===== src/hw/rtl/brl_pkg.sv =====
package brl_pkg;

  localparam int unsigned ColorBits   = 8;
  localparam int unsigned ApbDataBits = 32;
  localparam int unsigned ApbAddrBits = 3;

  localparam logic [ColorBits-1:0] ColorReset = 8'd1;

  // Register word index, taken from paddr[2].
  localparam logic RegPixelColor = 1'b0;

  typedef enum logic {
    CMD_LOAD  = 1'b0,
    CMD_PIXEL = 1'b1
  } cmd_e;

  // y grows downward as given; "rise" means y grows along the line.
  typedef enum logic [2:0] {
    OCT_HORIZ      = 3'd0,
    OCT_VERT       = 3'd1,
    OCT_DIAG_RISE  = 3'd2,
    OCT_DIAG_FALL  = 3'd3,
    OCT_SHAL_RISE  = 3'd4,
    OCT_STEEP_RISE = 3'd5,
    OCT_SHAL_FALL  = 3'd6,
    OCT_STEEP_FALL = 3'd7
  } octant_e;

  typedef struct packed {
    logic last;
  } step_flags_t;

endpackage


===== src/hw/rtl/brl_setup.sv =====
module brl_setup #(
  parameter int unsigned CoordBits = 10
) (
  input  logic [CoordBits-1:0]   x_a_i,
  input  logic [CoordBits-1:0]   y_a_i,
  input  logic [CoordBits-1:0]   x_b_i,
  input  logic [CoordBits-1:0]   y_b_i,
  output logic [CoordBits-1:0]   cur_x_o,
  output logic [CoordBits-1:0]   cur_y_o,
  output logic [CoordBits-1:0]   stop_o,
  output logic [CoordBits+2:0]   err_o,
  output logic [CoordBits+2:0]   inc_no_step_o,
  output logic [CoordBits+2:0]   inc_step_o,
  output brl_pkg::octant_e       mode_o
);

  localparam int unsigned ErrBits = CoordBits + 3;

  logic                      swap;
  logic [CoordBits-1:0]      x0, y0, x1, y1;
  logic signed [ErrBits-1:0] dx, dy, ndx, ndy, maj, mnr;
  logic                      dy_zero, dy_pos, use_err;

  always_comb begin
    swap = x_a_i > x_b_i;
    x0 = swap ? x_b_i : x_a_i;
    y0 = swap ? y_b_i : y_a_i;
    x1 = swap ? x_a_i : x_b_i;
    y1 = swap ? y_a_i : y_b_i;
    dx = $signed({3'b000, x1}) - $signed({3'b000, x0});
    dy = $signed({3'b000, y1}) - $signed({3'b000, y0});
    ndx = -dx;
    ndy = -dy;
    dy_zero = (dy == ndx + dx) && (dy[ErrBits-1:0] == {ErrBits{1'b0}});
    dy_pos = !dy[ErrBits-1] && !dy_zero;

    cur_x_o = x0;
    cur_y_o = y0;
    stop_o  = x1;
    maj = dx;
    mnr = dy;
    use_err = 1'b1;
    if (dy_zero) begin
      mode_o = brl_pkg::OCT_HORIZ;
      use_err = 1'b0;
    end else if (dx[ErrBits-1:0] == {ErrBits{1'b0}}) begin
      // Vertical lines always run toward larger y.
      mode_o = brl_pkg::OCT_VERT;
      cur_y_o = (y0 < y1) ? y0 : y1;
      stop_o  = (y0 < y1) ? y1 : y0;
      use_err = 1'b0;
    end else if (dy == dx) begin
      mode_o = brl_pkg::OCT_DIAG_RISE;
      use_err = 1'b0;
    end else if (dy == ndx) begin
      mode_o = brl_pkg::OCT_DIAG_FALL;
      use_err = 1'b0;
    end else if (dy_pos && (dy < dx)) begin
      mode_o = brl_pkg::OCT_SHAL_RISE;
    end else if (dy > dx) begin
      mode_o = brl_pkg::OCT_STEEP_RISE;
      maj = dy;
      mnr = dx;
      stop_o = y1;
    end else if (ndy < dx) begin
      mode_o = brl_pkg::OCT_SHAL_FALL;
      mnr = ndy;
    end else begin
      mode_o = brl_pkg::OCT_STEEP_FALL;
      maj = ndy;
      mnr = dx;
      stop_o = y1;
    end

    if (use_err) begin
      err_o         = (mnr <<< 1) - maj;
      inc_no_step_o = mnr <<< 1;
      inc_step_o    = (mnr <<< 1) - (maj <<< 1);
    end else begin
      err_o         = '0;
      inc_no_step_o = '0;
      inc_step_o    = '0;
    end
  end

endmodule


===== src/hw/rtl/brl_step.sv =====
module brl_step #(
  parameter int unsigned CoordBits = 10
) (
  input  brl_pkg::octant_e       mode_i,
  input  logic [CoordBits-1:0]   cur_x_i,
  input  logic [CoordBits-1:0]   cur_y_i,
  input  logic [CoordBits-1:0]   stop_i,
  input  logic [CoordBits+2:0]   err_i,
  input  logic [CoordBits+2:0]   inc_no_step_i,
  input  logic [CoordBits+2:0]   inc_step_i,
  output logic [CoordBits-1:0]   nxt_x_o,
  output logic [CoordBits-1:0]   nxt_y_o,
  output logic [CoordBits+2:0]   nxt_err_o,
  output brl_pkg::step_flags_t   flags_o
);

  localparam logic [CoordBits-1:0] One = {{(CoordBits-1){1'b0}}, 1'b1};

  logic stepm, y_major, use_err;

  always_comb begin
    stepm = !err_i[CoordBits+2];
    y_major = (mode_i == brl_pkg::OCT_VERT) || (mode_i == brl_pkg::OCT_STEEP_RISE) ||
              (mode_i == brl_pkg::OCT_STEEP_FALL);
    use_err = (mode_i == brl_pkg::OCT_SHAL_RISE) || (mode_i == brl_pkg::OCT_SHAL_FALL) ||
              (mode_i == brl_pkg::OCT_STEEP_RISE) || (mode_i == brl_pkg::OCT_STEEP_FALL);

    flags_o.last = (y_major ? cur_y_i : cur_x_i) == stop_i;

    nxt_err_o = use_err ? (err_i + (stepm ? inc_step_i : inc_no_step_i)) : err_i;

    nxt_x_o = cur_x_i;
    nxt_y_o = cur_y_i;
    case (mode_i)
      brl_pkg::OCT_HORIZ: begin
        nxt_x_o = cur_x_i + One;
      end
      brl_pkg::OCT_VERT: begin
        nxt_y_o = cur_y_i + One;
      end
      brl_pkg::OCT_DIAG_RISE: begin
        nxt_x_o = cur_x_i + One;
        nxt_y_o = cur_y_i + One;
      end
      brl_pkg::OCT_DIAG_FALL: begin
        nxt_x_o = cur_x_i + One;
        nxt_y_o = cur_y_i - One;
      end
      brl_pkg::OCT_SHAL_RISE: begin
        nxt_x_o = cur_x_i + One;
        if (stepm) nxt_y_o = cur_y_i + One;
      end
      brl_pkg::OCT_STEEP_RISE: begin
        nxt_y_o = cur_y_i + One;
        if (stepm) nxt_x_o = cur_x_i + One;
      end
      brl_pkg::OCT_SHAL_FALL: begin
        nxt_x_o = cur_x_i + One;
        if (stepm) nxt_y_o = cur_y_i - One;
      end
      default: begin
        nxt_y_o = cur_y_i - One;
        if (stepm) nxt_x_o = cur_x_i + One;
      end
    endcase
  end

endmodule


===== src/hw/rtl/bresenham_line_rasterizer.sv =====
// Bresenham line rasterizer. A load transaction (command 0) takes two endpoints and
// sets up the line without giving a result; each pixel transaction (command 1) gives
// one pixel with the configured color and advances the error term, and the final
// pixel carries last. A pixel transaction while no line is in progress gives nothing,
// and a load drops any line in progress. The block takes one transaction per clock:
// a transaction goes into an input register, is handled from there by the line
// setup or the step logic (one add and compare), and its pixel lands in the output
// register. Throughput is one transaction per cycle whenever the output side takes
// results; a stalled output holds the input register and then in_ready_o.
module bresenham_line_rasterizer #(
  parameter int unsigned CoordBits = 10
) (
  input  logic                                clk_i,
  input  logic                                rst_ni,
  input  logic                                psel,
  input  logic                                penable,
  input  logic                                pwrite,
  input  logic [brl_pkg::ApbAddrBits-1:0]     paddr,
  input  logic [brl_pkg::ApbDataBits-1:0]     pwdata,
  output logic [brl_pkg::ApbDataBits-1:0]     prdata,
  output logic                                pready,
  input  logic                                in_valid_i,
  output logic                                in_ready_o,
  input  logic                                command_i,
  input  logic [CoordBits-1:0]                x_start_i,
  input  logic [CoordBits-1:0]                y_start_i,
  input  logic [CoordBits-1:0]                x_end_i,
  input  logic [CoordBits-1:0]                y_end_i,
  output logic                                out_valid_o,
  input  logic                                out_ready_i,
  output logic [CoordBits-1:0]                pixel_x_o,
  output logic [CoordBits-1:0]                pixel_y_o,
  output logic [brl_pkg::ColorBits-1:0]       color_o,
  output logic                                last_o
);

  localparam int unsigned ErrBits = CoordBits + 3;

  // Configuration.
  logic [brl_pkg::ColorBits-1:0] color_q;
  logic                          cfg_wr;

  assign pready = 1'b1;
  assign cfg_wr = psel && penable && pwrite && (paddr[2] == brl_pkg::RegPixelColor);
  assign prdata = (paddr[2] == brl_pkg::RegPixelColor) ?
                  {{(brl_pkg::ApbDataBits-brl_pkg::ColorBits){1'b0}}, color_q} : '0;

  always_ff @(posedge clk_i or negedge rst_ni) begin
    if (!rst_ni) begin
      color_q <= brl_pkg::ColorReset;
    end else if (cfg_wr) begin
      color_q <= pwdata[brl_pkg::ColorBits-1:0];
    end
  end

  // Input register.
  logic                 in_valid_q;
  brl_pkg::cmd_e        cmd_q;
  logic [CoordBits-1:0] xs_q, ys_q, xe_q, ye_q;
  logic                 advance, fire, is_load, emit;
  logic                 busy_q;
  logic                 out_valid_q;

  always_comb begin
    advance    = !out_valid_q || out_ready_i;
    in_ready_o = !in_valid_q || advance;
    fire       = in_valid_q && advance;
    is_load    = cmd_q == brl_pkg::CMD_LOAD;
    emit       = fire && !is_load && busy_q;
  end

  always_ff @(posedge clk_i or negedge rst_ni) begin
    if (!rst_ni) begin
      in_valid_q <= 1'b0;
    end else if (in_ready_o) begin
      in_valid_q <= in_valid_i;
    end
  end

  always_ff @(posedge clk_i) begin
    if (in_valid_i && in_ready_o) begin
      cmd_q <= brl_pkg::cmd_e'(command_i);
      xs_q  <= x_start_i;
      ys_q  <= y_start_i;
      xe_q  <= x_end_i;
      ye_q  <= y_end_i;
    end
  end

  // Line state.
  logic [CoordBits-1:0] cur_x_q, cur_y_q, stop_q;
  logic [ErrBits-1:0]   err_q, inc_ns_q, inc_s_q;
  brl_pkg::octant_e     mode_q;

  logic [CoordBits-1:0] ld_x, ld_y, ld_stop, nxt_x, nxt_y;
  logic [ErrBits-1:0]   ld_err, ld_inc_ns, ld_inc_s, nxt_err;
  brl_pkg::octant_e     ld_mode;
  brl_pkg::step_flags_t flags;

  brl_setup #(.CoordBits(CoordBits)) u_setup (
    .x_a_i         (xs_q),
    .y_a_i         (ys_q),
    .x_b_i         (xe_q),
    .y_b_i         (ye_q),
    .cur_x_o       (ld_x),
    .cur_y_o       (ld_y),
    .stop_o        (ld_stop),
    .err_o         (ld_err),
    .inc_no_step_o (ld_inc_ns),
    .inc_step_o    (ld_inc_s),
    .mode_o        (ld_mode)
  );

  brl_step #(.CoordBits(CoordBits)) u_step (
    .mode_i        (mode_q),
    .cur_x_i       (cur_x_q),
    .cur_y_i       (cur_y_q),
    .stop_i        (stop_q),
    .err_i         (err_q),
    .inc_no_step_i (inc_ns_q),
    .inc_step_i    (inc_s_q),
    .nxt_x_o       (nxt_x),
    .nxt_y_o       (nxt_y),
    .nxt_err_o     (nxt_err),
    .flags_o       (flags)
  );

  always_ff @(posedge clk_i or negedge rst_ni) begin
    if (!rst_ni) begin
      busy_q   <= 1'b0;
      cur_x_q  <= '0;
      cur_y_q  <= '0;
      stop_q   <= '0;
      err_q    <= '0;
      inc_ns_q <= '0;
      inc_s_q  <= '0;
      mode_q   <= brl_pkg::OCT_HORIZ;
    end else if (fire && is_load) begin
      busy_q   <= 1'b1;
      cur_x_q  <= ld_x;
      cur_y_q  <= ld_y;
      stop_q   <= ld_stop;
      err_q    <= ld_err;
      inc_ns_q <= ld_inc_ns;
      inc_s_q  <= ld_inc_s;
      mode_q   <= ld_mode;
    end else if (emit) begin
      if (flags.last) begin
        busy_q <= 1'b0;
      end else begin
        cur_x_q <= nxt_x;
        cur_y_q <= nxt_y;
        err_q   <= nxt_err;
      end
    end
  end

  // Output register.
  logic [CoordBits-1:0]          px_q, py_q;
  logic [brl_pkg::ColorBits-1:0] pcolor_q;
  logic                          last_q;

  always_ff @(posedge clk_i or negedge rst_ni) begin
    if (!rst_ni) begin
      out_valid_q <= 1'b0;
    end else if (advance) begin
      out_valid_q <= emit;
    end
  end

  always_ff @(posedge clk_i) begin
    if (emit) begin
      px_q     <= cur_x_q;
      py_q     <= cur_y_q;
      pcolor_q <= color_q;
      last_q   <= flags.last;
    end
  end

  assign out_valid_o = out_valid_q;
  assign pixel_x_o   = px_q;
  assign pixel_y_o   = py_q;
  assign color_o     = pcolor_q;
  assign last_o      = last_q;

  // The final pixel of a line ends it.
  a_last_ends_line: assert property (@(posedge clk_i) disable iff (!rst_ni)
    emit && flags.last |=> !busy_q)
    else $error("line still busy after its final pixel");

  // A blocked output freezes the line state.
  a_stall_holds_state: assert property (@(posedge clk_i) disable iff (!rst_ni)
    !advance |=> $stable(cur_x_q) && $stable(cur_y_q) && $stable(busy_q) &&
                 $stable(err_q))
    else $error("line state moved while the output was stalled");

  // Along an x-major line x never passes the stop coordinate.
  a_x_major_bound: assert property (@(posedge clk_i) disable iff (!rst_ni)
    busy_q && (mode_q == brl_pkg::OCT_HORIZ || mode_q == brl_pkg::OCT_DIAG_RISE ||
               mode_q == brl_pkg::OCT_DIAG_FALL || mode_q == brl_pkg::OCT_SHAL_RISE ||
               mode_q == brl_pkg::OCT_SHAL_FALL) |-> cur_x_q <= stop_q)
    else $error("x passed the end of the line");

  // Along a vertical or steep rising line y moves toward the stop coordinate and never past it.
  a_y_major_bound: assert property (@(posedge clk_i) disable iff (!rst_ni)
    busy_q && (mode_q == brl_pkg::OCT_VERT || mode_q == brl_pkg::OCT_STEEP_RISE)
    |-> cur_y_q <= stop_q)
    else $error("y passed the end of a rising line");

endmodule

===== config.mk =====
export PLATFORM = sky130hd
export DESIGN_NAME = bresenham_line_rasterizer
export DESIGN_NICKNAME = d
export VERILOG_FILES = /design/src/hw/rtl/brl_pkg.sv /design/src/hw/rtl/brl_setup.sv /design/src/hw/rtl/brl_step.sv /design/src/hw/rtl/bresenham_line_rasterizer.sv
export SDC_FILE = /design/constraint.sdc
export NUM_CORES = 1
export LEC_CHECK = 0
export ABC_AREA = 1
export BUFFER_PORTS_ARGS = -buffer_cell sky130_fd_sc_hd__buf_2
export CORE_MARGIN = 3
export CORE_UTILIZATION = 30
export DETAILED_ROUTE_END_ITERATION = 8
export SLEW_MARGIN = 20
export SYNTH_ARGS = -nofsm -noshare
export SYNTH_HDL_FRONTEND = slang
export SYNTH_SLANG_ARGS = --single-unit

===== constraint.sdc =====
create_clock -name clk_i -period 8.95 [get_ports clk_i]
set_input_delay 0.4475 -clock clk_i [delete_from_list [all_inputs] [get_ports clk_i]]
set_output_delay 0.4475 -clock clk_i [all_outputs]
set_load 0.01 [all_outputs]

### After elaboration in Yosys (flattened, before gate mapping)

Cells that the tools add are included.

| storage, ports and cells | value |
|---|---|
| flip-flop bits (word level) | 153 |
| output and inout port bits | 64 |
| logic and storage cells | 153 |

| operators by class | value |
|---|---|
| add/subtract/negate cells | 11 |
| magnitude comparators | 5 |
| eq/ne operators | 17 |
| multiplexer cells | 64 |
| bitwise operators | 2 |
| reductions and logical operators | 34 |

Operators by type and width:

| operator | number |
|---|---|
| two-way mux 10 bit | 25 |
| two-way mux 13 bit | 15 |
| two-way mux 12 bit | 7 |
| one-hot mux 10 bit (4 select lines) | 1 |
| == test 11 x 13 -> 1 bit | 2 |
| logical NOT 13 bit | 2 |
| negator 11 -> 13 bit | 2 |
| subtractor 13 bit | 2 |
| subtractor 10 x 10 -> 11 bit | 2 |
| adder 10 x 1 -> 10 bit, second input constant | 2 |
| one-hot mux 10 bit (2 select lines) | 1 |
| two-way mux 3 bit | 6 |
| adder 13 x 11 -> 13 bit | 1 |
| adder 13 bit | 1 |
| < comparator 13 x 11 -> 1 bit | 1 |
| == test 3 bit, second input constant | 4 |
| == test 11 bit | 1 |
| greater-than comparator 11 bit | 1 |
| logical AND 1 bit | 11 |
| < comparator 11 bit | 1 |
| == test 10 bit | 1 |
| greater-than comparator 10 bit | 1 |
| < comparator 10 bit | 1 |
| subtractor 10 x 1 -> 10 bit, second input constant | 1 |
| 19 further kinds | 41 |

### Longest topological paths before layout

| depth | value |
|---|---|
| depth in word-level cells | 18 |
| gate-level depth with buffers | 65 |
| gate-level depth less buffers | 64 |

### Cells and area by module

A second synthesis with hierarchy kept.

| second synthesis, totals | value |
|---|---|
| cell total of the unflattened synthesis | 2366 |
| area total of the unflattened synthesis | 15367.2 sq um |

By module, submodules not included:

| module | instances | cells an instance | area each (sq um) | sequential area each (sq um) |
|---|---|---|---|---|
| brl_setup | 1 | 1317 | 6899.1 | 0.0 |
| bresenham_line_rasterizer | 1 | 581 | 6148.4 | 4180.3 |
| brl_step | 1 | 468 | 2319.7 | 0.0 |

### Least setup slack after synthesis

Ideal clock, no wire load.

| timing path | value |
|---|---|
| path type | flip-flop to flip-flop |
| start | register xs_q[4] |
| end | register err_q[12] |
| setup time | 78 ps |
| arrival | 7053 ps |
| data required time | 8872 ps |
| setup slack | 1820 ps |
| stages on the path, launching flop included | 53 |
| path buffers | 3 |
| path through | edfxtp_1 > ha_1 > nand2_2 > nor2_4 > nand3_2 > nand3_2 > nand2_4 > buf_6 > buf_8 > o21ai_2 > nand2_2 > ha_1 > inv_1 > ha_1 > nand2_1 > nor2_2 > nand2_1 > nor2_2 > (+17 left out) > inv_1 > o21ai_0 > nand2_1 > a21oi_1 > o21bai_1 > a21oi_1 > o21bai_1 > nand2_1 > nand2_1 > a21oi_1 > or2_2 > nand2_1 > a21oi_1 > xor2_1 > inv_1 > nand2_1 > nand3_1 > a21boi_1 |

| between the ends | value |
|---|---|
| word-level cells in the longest chain between the ends | 18 |

Ends and longest elaborated chain:

| element | line | text |
|---|---|---|
| start: declaration | bresenham_line_rasterizer.sv:59 | `logic [CoordBits-1:0] xs_q, ys_q, xe_q, ye_q;` |
| start signal: assignment | bresenham_line_rasterizer.sv:83 | `xs_q <= x_start_i;` |
| greater-than comparator 10 bit | brl_setup.sv:25 | `swap = x_a_i > x_b_i;` |
| two-way mux 10 bit (on tied branches) | brl_setup.sv:28, brl_setup.sv:26 |  |
| subtractor 10 x 10 -> 11 bit | brl_setup.sv:30 | `dx = $signed({3'b000, x1}) - $signed({3'b000, x0});` |
| negator 11 -> 13 bit | brl_setup.sv:32 | `ndx = -dx;` |
| adder 13 x 11 -> 13 bit | brl_setup.sv:34 | `dy_zero = (dy == ndx + dx) && (dy[ErrBits-1:0] == {ErrBits{1'b0}});` |
| == test 11 x 13 -> 1 bit | brl_setup.sv:34 |  |
| logical AND 1 bit | brl_setup.sv:34 |  |
| logical NOT 1 bit | brl_setup.sv:35 | `dy_pos = !dy[ErrBits-1] && !dy_zero;` |
| (+2 left out) | n/a |  |
| two-way mux 12 bit or two-way mux 13 bit (tied branches) | brl_setup.sv:58 | `end else if (dy_pos && (dy < dx)) begin` |
| two-way mux 12 bit or two-way mux 13 bit (tied branches) | brl_setup.sv:55 | `end else if (dy == ndx) begin` |
| two-way mux 12 bit or two-way mux 13 bit (tied branches) | brl_setup.sv:52 | `end else if (dy == dx) begin` |
| two-way mux 12 bit or two-way mux 13 bit (tied branches) | brl_setup.sv:46 | `end else if (dx[ErrBits-1:0] == {ErrBits{1'b0}}) begin` |
| two-way mux 12 bit or two-way mux 13 bit (tied branches) | brl_setup.sv:43 | `if (dy_zero) begin` |
| subtractor 13 bit | brl_setup.sv:76 | `err_o = (mnr <<< 1) - maj;` |
| two-way mux 13 bit * | brl_setup.sv:75 | `if (use_err) begin` |
| two-way mux 13 bit * | bresenham_line_rasterizer.sv:138 | `end else if (fire && is_load) begin` |
| end signal: assignment | bresenham_line_rasterizer.sv:143 | `err_q <= ld_err;` |
| end signal: assignment | bresenham_line_rasterizer.sv:153 | `err_q <= nxt_err;` |
| end: declaration | bresenham_line_rasterizer.sv:92 | `logic [ErrBits-1:0] err_q, inc_ns_q, inc_s_q;` |

Mark *: on every way between the ends. The rest lies on a longest branch, timed or not.
A chain may end at the register's enable or synchronous reset.

### Worst setup path in the final report

| timing path | value |
|---|---|
| start | register xe_q[8] |
| end | register err_q[12] |

| between the ends | value |
|---|---|
| word-level cells in the longest chain between the ends | 18 |

Ends and longest elaborated chain:

| element | line | text |
|---|---|---|
| start: declaration | bresenham_line_rasterizer.sv:59 |  |
| start signal: assignment | bresenham_line_rasterizer.sv:85 | `xe_q <= x_end_i;` |
| greater-than comparator 10 bit | brl_setup.sv:25 |  |
| two-way mux 10 bit (on tied branches) | brl_setup.sv:28, brl_setup.sv:26 |  |
| subtractor 10 x 10 -> 11 bit | brl_setup.sv:30 |  |
| negator 11 -> 13 bit | brl_setup.sv:32 |  |
| adder 13 x 11 -> 13 bit | brl_setup.sv:34 |  |
| == test 11 x 13 -> 1 bit | brl_setup.sv:34 |  |
| logical AND 1 bit | brl_setup.sv:34 |  |
| logical NOT 1 bit | brl_setup.sv:35 |  |
| (+2 left out) | n/a |  |
| two-way mux 12 bit or two-way mux 13 bit (tied branches) | brl_setup.sv:58 |  |
| two-way mux 12 bit or two-way mux 13 bit (tied branches) | brl_setup.sv:55 |  |
| two-way mux 12 bit or two-way mux 13 bit (tied branches) | brl_setup.sv:52 |  |
| two-way mux 12 bit or two-way mux 13 bit (tied branches) | brl_setup.sv:46 |  |
| two-way mux 12 bit or two-way mux 13 bit (tied branches) | brl_setup.sv:43 |  |
| subtractor 13 bit | brl_setup.sv:76 |  |
| two-way mux 13 bit * | brl_setup.sv:75 |  |
| two-way mux 13 bit * | bresenham_line_rasterizer.sv:138 |  |

Marks and branches as above.

==> impl_metrics.py <==
metrics = {
    "worst_setup_path": {
        "cp_max_fo": 22,
        "slowest_delay_ps": 410,
        "crit_required_ps": 9340,
        "crit_path_start_kind": "register",
        "rrSetupSlack_ps": 850,
        "cpMostUsedCell": "nand2_1",
        "cp.arrival_ps": 8490,
        "crit_end": "err_q[12]",
        "path_depth": 59,
        "r2r_cells": 59,
        "crit_type": "reg -> reg",
        "crit_path_start": "xe_q[8]",
        "timing.rr.end": "err_q[12]",
        "crit_buf_inv": 10,
        "r2r_start": "xe_q[8]",
        "slowest_stage": "edfxtp_1",
        "cpLargestDelayFamily": "simple AND/OR/NAND/NOR gates",
        "end_kind": "register",
    },
    "layout": {
        "nets": 2041,
        "diodes": 0,
        "ff_latch_area_um2": 4105,
        "multiInputGateArea_um2": 7440,
        "drive_gt1_frac": 0.1486,
        "final_util": 0.3436,
        "area_delta_synth_final_pct": 12.89,
        "nFillCells": 4451,
    },
    "synth": {
        "syn-cell-area_um2": 12820,
        "synth-simple-area-share": 0.2812,
        "synth_top_flop_cell": "dfrtp_1",
        "async_reset_ff_frac": 0.5333,
        "synthMuxAreaShare": 0,
        "synth.most_common_cell": "nand2_1",
        "synth_compound_area_frac": 0.1557,
        "synth.ff_latch_count": 150,
        "synth_top_family_by_area": "simple AND/OR/NAND/NOR gates",
        "synth_area_leaders": "edfxtp_1, dfrtp_1, nand2_1",
        "synth_area_leader_cell": "edfxtp_1",
        "ys_types": 66,
        "ys_top_cells_by_count": "nand2_1, inv_1, nand3_1, nor2_1, o21ai_0",
        "yosysSeqAreaShare": 0.3201,
        "yosys_warnings": 0,
        "synth-xor-area-share": 0.03941,
        "synth_top_area_share": 0.1639,
        "synthAdderAreaFrac": 0.09405,
        "syn_inst": 1767,
        "syn_area_per_cell_um2": 7.258,
        "synth_edf_count": 70,
    },
    "outcome": {
        "outcome": "complete, no violations",
    },
    "grt": {
        "grt_pass1_vias": 11250,
        "track_usage": 0.1624,
        "grt_first_pass_wirelength_um": 58450,
        "antenna_found_initial": 0,
        "overflow": 0,
        "grt_max_degree": 65,
    },
    "drt": {
        "postRouteAntennaNets": 0,
        "viasPerCell": 4.872,
        "dr.pass1.iters": 5,
        "drc": 0,
        "drt-initial-drc-count": 915,
        "wl_um": 36190,
        "wire_per_inst_um": 14.98,
        "vias": 11770,
    },
    "power_and_ir_drop": {
        "p_int_mw": 2.772,
        "power_density_nw_per_um2": 385.3,
        "seqPwrFrac": 0.194,
        "p_comb_frac": 0.674,
        "p_clk_frac": 0.132,
        "peakVddDrop_uv": 179.5,
        "p_sw_mw": 2.806,
        "power_leakage_nw": 7.218,
        "p_sw_frac": 0.5030,
    },
    "clocking": {
        "cts_tree": "done",
        "cts_buffer_depth": 2,
        "clk-insertion-delay-late_ps": 460,
        "clock_sinks": 150,
        "numCtsBuffers": 17,
        "clk_pin_slew_ps": 70,
        "root_buffer": "clkbuf_16",
        "cts_htree_levels": 4,
    },
    "worst_hold_path": {
        "min_from": "y_start_i[0]",
        "hold_class": "in -> reg",
    },
    "sta": {
        "setup_viol": 0,
        "fin_setup_tns_ps": 0,
        "hold_viol_final": 0,
        "setup_ws_ps": 848.8,
        "final.min_clock_period_ps": 8101,
        "tightest_slew_ps": 839.8,
        "slew_headroom": 0.4401,
        "fmax_mhz": 123.4,
        "finalCritPeriodShare": 0.9052,
        "skew_ps": 11.62,
        "rsz0062_at_grt": "false",
        "drv_slew": 0,
    },
    "floorplan": {
        "die_width_um": 212.8,
        "io_pins": 147,
        "dieHeight_um": 212.8,
        "row_count": 75,
        "core-area_um2": 42130,
        "initial_core_util": 0.3044,
        "die_area_um2": 45270,
    },
    "placed_design": {
        "dp_hpwl_um": 28850,
        "portBuffers": 95,
        "place_congestion": 0.9176,
        "pre_cts_ws_ps": 759.4,
    },
    "run": {
        "maxCapViolations": 0,
    },
}
sequential cells by signal (all words and copies together), names as in the netlist:
signal,flops
xe_q,10
mode_q,3
cmd_q,1
inc_ns_q,12
last_o,1
color_o,8
out_valid_o,1
cur_y_q,10
color_q,8
ys_q,10
pixel_x_o,10
in_valid_q,1
err_q,12
xs_q,10
stop_q,10
busy_q,1
cur_x_q,10
inc_s_q,12
ye_q,10
pixel_y_o,10
worst min path at each step:
stage / endpoint / slack, ps / cells after the start
2_1_floorplan: busy_q / 150 / 0
3_3_place_gp: err_q[3] / 330 / 1
3_5_place_dp: err_q[6] / 330 / 1
4_1_cts: ys_q[0] / 140 / 1
5_1_grt: ys_q[0] / 140 / 1
6_report: ys_q[0] / 160 / 1
per-stage QoR:
| stage | cell area [um^2] | instances | hold WS (ps) | power (mW) |
|---|---|---|---|---|
| after CTS | 14460 | 2416 | 139.0 | 5.581 |
| final | 14480 | 2416 | 160.4 | 5.578 |
| after floorplan | 12910 | 1790 | 151.9 | 3.934 |
| after global placement | 13850 | 2383 | 331.8 | 4.710 |
| after detailed placement | 13850 | 2383 | 333.8 | 4.811 |
| after global routing | 14480 | 2416 | 142.1 | 6.205 |
timing repair:
item,CTS,global route
hold endpoints to repair,16,0
resized for setup,0,10
setup buffers,0,0
hold buffers,1,0
setup endpoints to repair,0,2
per-layer routing:
layer | global-route usage | wire (um) | up-vias
met3 | 0.02909 | 2151 | 29
met2 | 0.2618 | 16290 | 280
met4 | 0.04061 | 464 | 0
met1 | 0.2263 | 17280 | 5463
li1 | - | - | 5999
met5 | 0 | 0 | -
cell families after synthesis:
family / after synthesis
simple gates: 796
compound gates: 344
buf+inv: 328
flops: 150
fa+ha+maj: 94
xor+xnor: 53
other cells: 2
power groups by stage:
stage               registers (mW)  clock network (mW)  logic [mW]
floorplan                     1.05                   0        2.88
global placement              1.09                   0        3.62
detailed placement            1.10                   0        3.72
CTS                           1.08               0.760        3.74
global route                  1.11               0.790        4.31
finish                        1.08               0.739        3.76
placed cells by master, fill, tap and decap left out, types with 26 or more instances in the layout:
master,instances
ha_1,85
a21oi_1,88
buf_4,26
edfxtp_1,70
nand2_2,32
inv_1,236
o21ai_1,39
nand3_1,124
o21ai_0,112
nand2_1,423
buf_2,94
nor2_1,121
dfrtp_1,79
xor2_1,36
area by class of cell:
class | instances | share of cell area
clock buffer | 19 | 0.03059
multi-input combinational | 1312 | 0.5139
tap | 539 | 0.04658
sequential | 150 | 0.2836
clock inverter | 13 | 0.01020
timing repair buffer | 122 | 0.04745
inverter | 261 | 0.06776
No activity file was read; power rests on OpenSTA's default activity.
